$ cat config.mk
export PLATFORM = sky130hd
export DESIGN_NAME = pascal_binomial_coefficient
export DESIGN_NICKNAME = d
export VERILOG_FILES = /design/src/sv/pbc_pkg.sv /design/src/sv/pbc_ctrl.sv /design/src/sv/pbc_dpath.sv /design/src/sv/pascal_binomial_coefficient.sv
export SDC_FILE = /design/constraint.sdc
export NUM_CORES = 2
export LEC_CHECK = 0
export ABC_CLOCK_PERIOD_IN_PS = 12980
export BUFFER_PORTS_ARGS = -buffer_cell sky130_fd_sc_hd__buf_2
export CELL_PAD_IN_SITES_DETAIL_PLACEMENT = 0
export CELL_PAD_IN_SITES_GLOBAL_PLACEMENT = 1
export CORE_UTILIZATION = 40
export CTS_CLUSTER_DIAMETER = 50
export DETAILED_ROUTE_END_ITERATION = 6
export GPL_ROUTABILITY_DRIVEN = 0
export PLACE_DENSITY_LB_ADDON = 0.1
export SLEW_MARGIN = 20
export SYNTH_ARGS = -nofsm -noshare
export SYNTH_HDL_FRONTEND = slang
export SYNTH_SLANG_ARGS = --single-unit
$ cat constraint.sdc
create_clock -name aclk -period 12.98 [get_ports aclk]
set_input_delay 0.649 -clock aclk [delete_from_list [all_inputs] [get_ports aclk]]
set_output_delay 0.649 -clock aclk [all_outputs]
set_load 0.05 [all_outputs]
$ cat src/sv/pbc_pkg.sv
// Package for the Pascal binomial coefficient block.
// Holds field widths, the controller state type and the control/status structs.
// No dependencies.
package pbc_pkg;

    localparam int MAX_N_DEFAULT = 64;
    localparam int FIELD_W       = 7;    // n_total and k_chosen
    localparam int COEF_W        = 61;   // coefficient
    localparam int S_TDATA_W     = 16;   // two 7-bit fields, padded to bytes
    localparam int M_TDATA_W     = 64;   // 61-bit coefficient, padded to bytes

    typedef enum logic [2:0] {
        ST_IDLE,
        ST_SETUP,
        ST_INIT,
        ST_ROWS,
        ST_FETCH,
        ST_CAPTURE
    } state_t;

    // Commands from controller to datapath
    typedef struct packed {
        logic load;       // latch n and k of the accepted beat
        logic init_step;  // write one entry of row 0
        logic row_step;   // one column step of a Pascal row update
        logic fetch;      // read the final entry at column k
        logic capture;    // load the result register
    } pbc_cmd_t;

    // Status from datapath to controller
    typedef struct packed {
        logic zero_case;  // k above n
        logic init_last;  // row 0 write at column k
        logic col_zero;   // last cycle of a row update
        logic rows_none;  // n is zero, no rows to build
        logic row_last;   // current row is the last one
    } pbc_status_t;

endpackage

$ cat src/sv/pbc_ctrl.sv
// Controller of the Pascal binomial coefficient block.
// Sequences row 0 setup, row updates, the final read and the output beat.
// Depends on pbc_pkg.
module pbc_ctrl (
    input  logic                aclk,
    input  logic                aresetn,
    input  logic                s_tvalid,
    output logic                s_tready,
    output logic                m_tvalid,
    input  logic                m_tready,
    output pbc_pkg::pbc_cmd_t   cmd,
    input  pbc_pkg::pbc_status_t status
);

    pbc_pkg::state_t state_reg, state_next;
    logic            out_valid_reg, out_valid_next;
    logic            out_free;

    assign out_free = !out_valid_reg || m_tready;

    // State register and output valid flag
    always_ff @(posedge aclk) begin
        if (!aresetn) begin
            state_reg     <= pbc_pkg::ST_IDLE;
            out_valid_reg <= 1'b0;
        end else begin
            state_reg     <= state_next;
            out_valid_reg <= out_valid_next;
        end
    end

    // Next state
    always_comb begin
        state_next = state_reg;
        case (state_reg)
            pbc_pkg::ST_IDLE: begin
                if (s_tvalid) state_next = pbc_pkg::ST_SETUP;
            end
            pbc_pkg::ST_SETUP: begin
                state_next = status.zero_case ? pbc_pkg::ST_CAPTURE : pbc_pkg::ST_INIT;
            end
            pbc_pkg::ST_INIT: begin
                if (status.init_last)
                    state_next = status.rows_none ? pbc_pkg::ST_FETCH : pbc_pkg::ST_ROWS;
            end
            pbc_pkg::ST_ROWS: begin
                if (status.col_zero && status.row_last) state_next = pbc_pkg::ST_FETCH;
            end
            pbc_pkg::ST_FETCH: begin
                state_next = pbc_pkg::ST_CAPTURE;
            end
            pbc_pkg::ST_CAPTURE: begin
                if (out_free) state_next = pbc_pkg::ST_IDLE;
            end
            default: begin
                state_next = pbc_pkg::ST_IDLE;
            end
        endcase
    end

    // Outputs and commands
    always_comb begin
        cmd            = '0;
        s_tready       = 1'b0;
        out_valid_next = out_valid_reg && !m_tready;
        case (state_reg)
            pbc_pkg::ST_IDLE: begin
                s_tready = 1'b1;
                cmd.load = s_tvalid;
            end
            pbc_pkg::ST_INIT: begin
                cmd.init_step = 1'b1;
            end
            pbc_pkg::ST_ROWS: begin
                cmd.row_step = 1'b1;
            end
            pbc_pkg::ST_FETCH: begin
                cmd.fetch = 1'b1;
            end
            pbc_pkg::ST_CAPTURE: begin
                if (out_free) begin
                    cmd.capture    = 1'b1;
                    out_valid_next = 1'b1;
                end
            end
            default: begin
                cmd = '0;
            end
        endcase
    end

    assign m_tvalid = out_valid_reg;

endmodule

$ cat src/sv/pbc_dpath.sv
// Datapath of the Pascal binomial coefficient block.
// Row store memory, column and row counters, the shared adder, result register.
// Depends on pbc_pkg.
module pbc_dpath #(
    parameter int MAX_N = pbc_pkg::MAX_N_DEFAULT
) (
    input  logic                          aclk,
    input  logic [pbc_pkg::FIELD_W-1:0]   n_total,
    input  logic [pbc_pkg::FIELD_W-1:0]   k_chosen,
    input  pbc_pkg::pbc_cmd_t             cmd,
    output pbc_pkg::pbc_status_t          status,
    output logic [pbc_pkg::COEF_W-1:0]    coefficient
);

    localparam int DEPTH = MAX_N + 1;
    localparam int AW    = (DEPTH > 1) ? $clog2(DEPTH) : 1;
    localparam int CW    = $clog2(MAX_N + 2);
    localparam int CWX   = (CW > AW) ? CW : AW;

    logic [pbc_pkg::COEF_W-1:0] row_mem [DEPTH];

    logic [AW-1:0]              n_reg, k_reg;
    logic                       zero_reg;
    logic [CW-1:0]              col_reg, col_next;
    logic [AW-1:0]              row_reg, row_next;
    logic [pbc_pkg::COEF_W-1:0] rd_data_reg, hi_reg, coef_reg;

    logic [pbc_pkg::FIELD_W-1:0] n_clamped;
    logic [CWX-1:0]              col_x, k_x;
    logic                        wr_en, rd_en;
    logic [AW-1:0]               wr_addr, rd_addr;
    logic [pbc_pkg::COEF_W-1:0]  wr_data;

    // n saturates at MAX_N
    assign n_clamped = (n_total > pbc_pkg::FIELD_W'(MAX_N)) ?
                       pbc_pkg::FIELD_W'(MAX_N) : n_total;

    assign col_x = CWX'(col_reg);
    assign k_x   = CWX'(k_reg);

    // Status
    assign status.zero_case = zero_reg;
    assign status.init_last = (col_x == k_x);
    assign status.col_zero  = (col_reg == '0);
    assign status.rows_none = (n_reg == '0);
    assign status.row_last  = (row_reg == AW'(1));

    // Memory port control: row 0 fill, in-place row update, final read
    always_comb begin
        wr_en   = 1'b0;
        wr_addr = AW'(col_reg);
        wr_data = '0;
        rd_en   = 1'b0;
        rd_addr = k_reg;
        if (cmd.init_step) begin
            wr_en   = 1'b1;
            wr_data = (col_reg == '0) ? pbc_pkg::COEF_W'(1) : '0;
        end
        if (cmd.row_step) begin
            // write column col+1 from the two values read earlier
            wr_en   = (col_x < k_x);
            wr_addr = AW'(col_reg + CW'(1));
            wr_data = hi_reg + rd_data_reg;
            // read column col-1, the lower neighbor of the next write
            rd_en   = (col_reg != '0);
            rd_addr = AW'(col_reg - CW'(1));
        end
        if (cmd.fetch) begin
            rd_en = 1'b1;
        end
    end

    // Counters
    always_comb begin
        col_next = col_reg;
        row_next = row_reg;
        if (cmd.load) begin
            col_next = '0;
            row_next = AW'(n_clamped);
        end else if (cmd.init_step) begin
            col_next = status.init_last ? CW'(k_x + CWX'(1)) : col_reg + CW'(1);
        end else if (cmd.row_step) begin
            if (col_reg == '0) begin
                col_next = CW'(k_x + CWX'(1));
                row_next = row_reg - AW'(1);
            end else begin
                col_next = col_reg - CW'(1);
            end
        end
    end

    always_ff @(posedge aclk) begin
        col_reg <= col_next;
        row_reg <= row_next;
        if (cmd.load) begin
            n_reg    <= AW'(n_clamped);
            k_reg    <= AW'(k_chosen);
            zero_reg <= (k_chosen > n_clamped);
        end
    end

    // Row store: one write and one read port, registered read data
    always_ff @(posedge aclk) begin
        if (wr_en) row_mem[wr_addr] <= wr_data;
        if (rd_en) rd_data_reg <= row_mem[rd_addr];
    end

    // Upper neighbor: registered copy of the read data, taken on each row step
    always_ff @(posedge aclk) begin
        if (cmd.row_step) hi_reg <= rd_data_reg;
    end

    // Result register
    always_ff @(posedge aclk) begin
        if (cmd.capture) coef_reg <= zero_reg ? '0 : rd_data_reg;
    end

    assign coefficient = coef_reg;

endmodule

$ cat src/sv/pascal_binomial_coefficient.sv
// Binomial coefficient C(n,k) by Pascal's rule over a single row store.
// Sequence from accepted beat to output beat: setup, row 0 fill of columns 0 to k,
// n row updates from column k+1 down to 0, fetch, capture; k above n skips to capture.
// One request at a time: no new beat is taken until the result is captured;
// a stalled output beat holds back the next capture.
// Reset: aresetn synchronous, active low; clears controller and output valid.
module pascal_binomial_coefficient #(
    parameter int MAX_N = pbc_pkg::MAX_N_DEFAULT
) (
    input  logic                           aclk,
    input  logic                           aresetn,
    input  logic                           s_tvalid,
    output logic                           s_tready,
    input  logic [pbc_pkg::S_TDATA_W-1:0]  s_tdata,   // [6:0] n_total, [13:7] k_chosen
    output logic                           m_tvalid,
    input  logic                           m_tready,
    output logic [pbc_pkg::M_TDATA_W-1:0]  m_tdata    // [60:0] coefficient
);

    pbc_pkg::pbc_cmd_t          cmd;
    pbc_pkg::pbc_status_t       status;
    logic [pbc_pkg::COEF_W-1:0] coefficient;

    pbc_ctrl u_ctrl (
        .aclk     (aclk),
        .aresetn  (aresetn),
        .s_tvalid (s_tvalid),
        .s_tready (s_tready),
        .m_tvalid (m_tvalid),
        .m_tready (m_tready),
        .cmd      (cmd),
        .status   (status)
    );

    pbc_dpath #(
        .MAX_N (MAX_N)
    ) u_dpath (
        .aclk        (aclk),
        .n_total     (s_tdata[pbc_pkg::FIELD_W-1:0]),
        .k_chosen    (s_tdata[2*pbc_pkg::FIELD_W-1:pbc_pkg::FIELD_W]),
        .cmd         (cmd),
        .status      (status),
        .coefficient (coefficient)
    );

    // Pad the coefficient up to whole bytes
    assign m_tdata = pbc_pkg::M_TDATA_W'(coefficient);

endmodule

==> impl_metrics.tcl <==
set metrics [dict create \
    status "complete, but fails checks" \
    violations "DRC" \
    worst_ep_required_time_ns 13.66 \
    cts-buffers-inserted 484 \
    min_path_type "input port to flip-flop" \
    h-tree-depth 5 \
    clock_path_buffers 4 \
    worst_pin_slew_ns 1.25 \
    cts_sinks 4181 \
    vias 107000 \
    drtIter0Drc 12800 \
    ys.warnings.count 0 \
    setup_viol 0 \
    cts_tree "done" \
    drive_gt1_frac 0.118 \
    timing.final.hold_violations 0 \
    pwr-share-comb 0.274 \
    ant_nets 0 \
    crit_family "buffers and inverters" \
    dr.pass1.iters 7 \
    slew_violations 0 \
    p_int_w 0.0267 \
    die_area_um2 421000 \
    worstPathCellList "nand3b_4 -> inv_6 -> nor2_1 -> a21o_4 -> buf_4 -> buf_12 -> buf_4 -> mux4_2 -> a22oi_1 -> nand2_1 -> nor4_1 -> a211oi_1" \
    drv_cap 0 \
    worst_setup_path_end_kind "flip-flop" \
    ys.flop_type "edfxtp_1" \
    synth_area_per_cell_um2 13.8 \
    grt-ovfl-total 0 \
    path_max_fanout 106 \
    via_per_inst 5.87 \
    io_pins 86 \
    core_area_um2 417000 \
    dieHeight_um 649 \
    seqPwrFrac 0.394 \
    grt_pass1_wl_um 798000 \
    max_freq_ghz 0.148 \
    drc 1 \
    root_buffer "clkbuf_16" \
    syn_inst 12100 \
    synth_area_leaders "edfxtp_1 (75%), nand2_1 (7.5%), nand3_1 (4.4%)" \
    pwr-share-clk 0.332 \
    crit_buf_inv 4 \
    grt_max_degree 129 \
    die_w_um 649 \
    critPathSlowestCell "buf_4" \
    whs_ns 0.111 \
    worstSetupPathType "flip-flop to flip-flop" \
    clk_pin_slew_ns 0.06 \
    final.setup.tns_ns 0 \
    hold_path_end "u_ctrl.m_tvalid" \
    synth-seq-area-share 0.750 \
    min_from "m_tready" \
    period_minus_slack_ns 6.76 \
    antenna_found_initial 26 \
    largest_register_ffs 3965 \
    regToRegSetupSlack_ns 6.22 \
    swShare 0.345 \
    holdPathStages 4 \
    cts_setup_buffers 0 \
    wl_um 576000 \
    largest_register "u_dpath.row_mem" \
    r2r_start "u_ctrl.state_reg[2]" \
    dpl.hpwl_um 305000 \
    netlist_area_um2 167000 \
    max_slew_margin 0.169 \
    final_net_count 12400 \
    async_reset_ff_frac 0 \
    critPathLaunchType "flip-flop" \
    synth_cell_types 73 \
    path_common_cell "buf_4" \
    finClkSkew_ns 0.0746 \
    p_switching_w 0.0140 \
    pwr_density_cell_nw_per_um2 213 \
    post_drt_wl_per_cell_um 31.7 \
    worst_ep_arrival_time_ns 7.44 \
    critPathMaxStageDelay_ns 0.86 \
    p_leak_nw 65.0 \
    syn_to_final_growth_pct 14.4 \
    synth_top_cell_by_area "edfxtp_1" \
    ys_ff_latch 4181 \
    grt_pass1_vias 101000 \
    rsz0062_at_grt "no" \
    synth_top_area_share 0.748 \
    portBuffers 80 \
    initial_core_util 0.402 \
    row_count 237 \
    peakVddDrop_mv 0.139 \
    clk_latency_ns 1.03 \
    fin_crit_sh 0.521 \
    r2r_end "u_dpath.rd_data_reg[19]" \
    synth-edff-count 4170 \
    grt_usage 0.266 \
    reg2regPathDepth 12 \
]
repair_timing:
action	CTS	global route
hold endpoints to repair	18	0
resized for setup	0	0
hold buffers	15	0
stage by stage:
step	worst slack (ns)	util	area [um2]	power, W	std cells
floorplan	6.81	-	167000	0.0230	12100
detailed placement	6.24	0.421	175000	0.0275	17300
global route	5.96	0.460	191000	0.0423	18200
global placement	6.29	0.421	175000	0.0274	17300
finish	6.22	0.460	191000	0.0407	18200
CTS	6.21	0.460	191000	0.0409	18200
worst max path at each step:
| stage | startpoint | depth (start not counted) | slack (ns) | endpoint |
|---|---|---|---|---|
| floorplan | u_ctrl.state_reg[0] | 7 | 6.81 | u_dpath.rd_data_reg[0] |
| global placement | u_ctrl.state_reg[2] | 12 | 6.29 | u_dpath.rd_data_reg[19] |
| detailed placement | u_ctrl.state_reg[2] | 12 | 6.24 | u_dpath.rd_data_reg[28] |
| CTS | u_ctrl.state_reg[2] | 12 | 6.21 | u_dpath.rd_data_reg[28] |
| global route | u_ctrl.state_reg[2] | 12 | 5.96 | u_dpath.rd_data_reg[19] |
| finish | u_ctrl.state_reg[2] | 12 | 6.22 | u_dpath.rd_data_reg[19] |
cell usage in the layout, fill, tap and decap left out, types with 95 or more instances in the layout:
master and count:
edfxtp_1 4170, nand2_1 3324, nand3_1 1462, clkbuf_16 489, buf_4 328, and3_1 258, a311oi_1 246, a31oi_1 241
a21oi_1 219, mux4_2 178, nor2_1 131, nor2_4 115, clkbuf_1 101, clkinv_1 95
routing by layer:
metal  up-vias  wire, um  track usage
met3       812     43600       0.0378
met5         -         0            0
met4         0     16400       0.0719
met2      4559    268000        0.426
li1      45700         -            -
met1     55600    248000        0.381
cell usage after synthesis, drive strengths merged, types with 79 or more instances:
library cell and number:
a21oi 224, a311oi 246, a31oi 242, and3 258, buf 403, clkbuf 397, edfxtp 4170, ha 79
mux4 178, nand2 3325, nand3 1462, nor2 247, nor3 83
power by group through the flow:
stage | Clock, W | Combinational (W) | Sequential, W
floorplan | 0 | 0.00673 | 0.0162
global placement | 0 | 0.0111 | 0.0163
detailed placement | 0 | 0.0112 | 0.0163
CTS | 0.0137 | 0.0112 | 0.0160
global route | 0.0142 | 0.0120 | 0.0161
finish | 0.0135 | 0.0112 | 0.0160
final cells by class:
type                    instances  area, um2
multi-input cells            7087      39400
flip-flops and latches       4181     125000
repair buffers                461       3770
well taps                    5497       6880
clock buffers                 591      12600
diodes                          9       22.5
fillers                     36500     225000
clock inverters               310       3170
inverters                      48        185
worst reg2reg max path: cells and delay by family, from the launching register on:
| family | cells | cell delay (ns) |
|---|---|---|
| flip-flops | 1 | 0.59 |
| AND/OR/NAND/NOR | 4 | 1.61 |
| buffers and inverters | 4 | 2.49 |
| multiplexers | 1 | 0.46 |
| AO/OA/AOI/OAI | 3 | 1.30 |
logic make-up (layout without fill, tap and decap cells):
group | count (synthesis) | count (layout) | synth area share
compound gates | 1218 | 1218 | 0.0527
xor+xnor | 62 | 62 | 0.00325
fa+ha+maj | 80 | 80 | 0.00603
buf+inv | 848 | 1410 | 0.0216
flops | 4181 | 4181 | 0.750
mux | 181 | 181 | 0.0241
other cells | 1 | 12 | 0.0000224
simple gates | 5543 | 5543 | 0.143
Power figures use the tool's default switching activity.
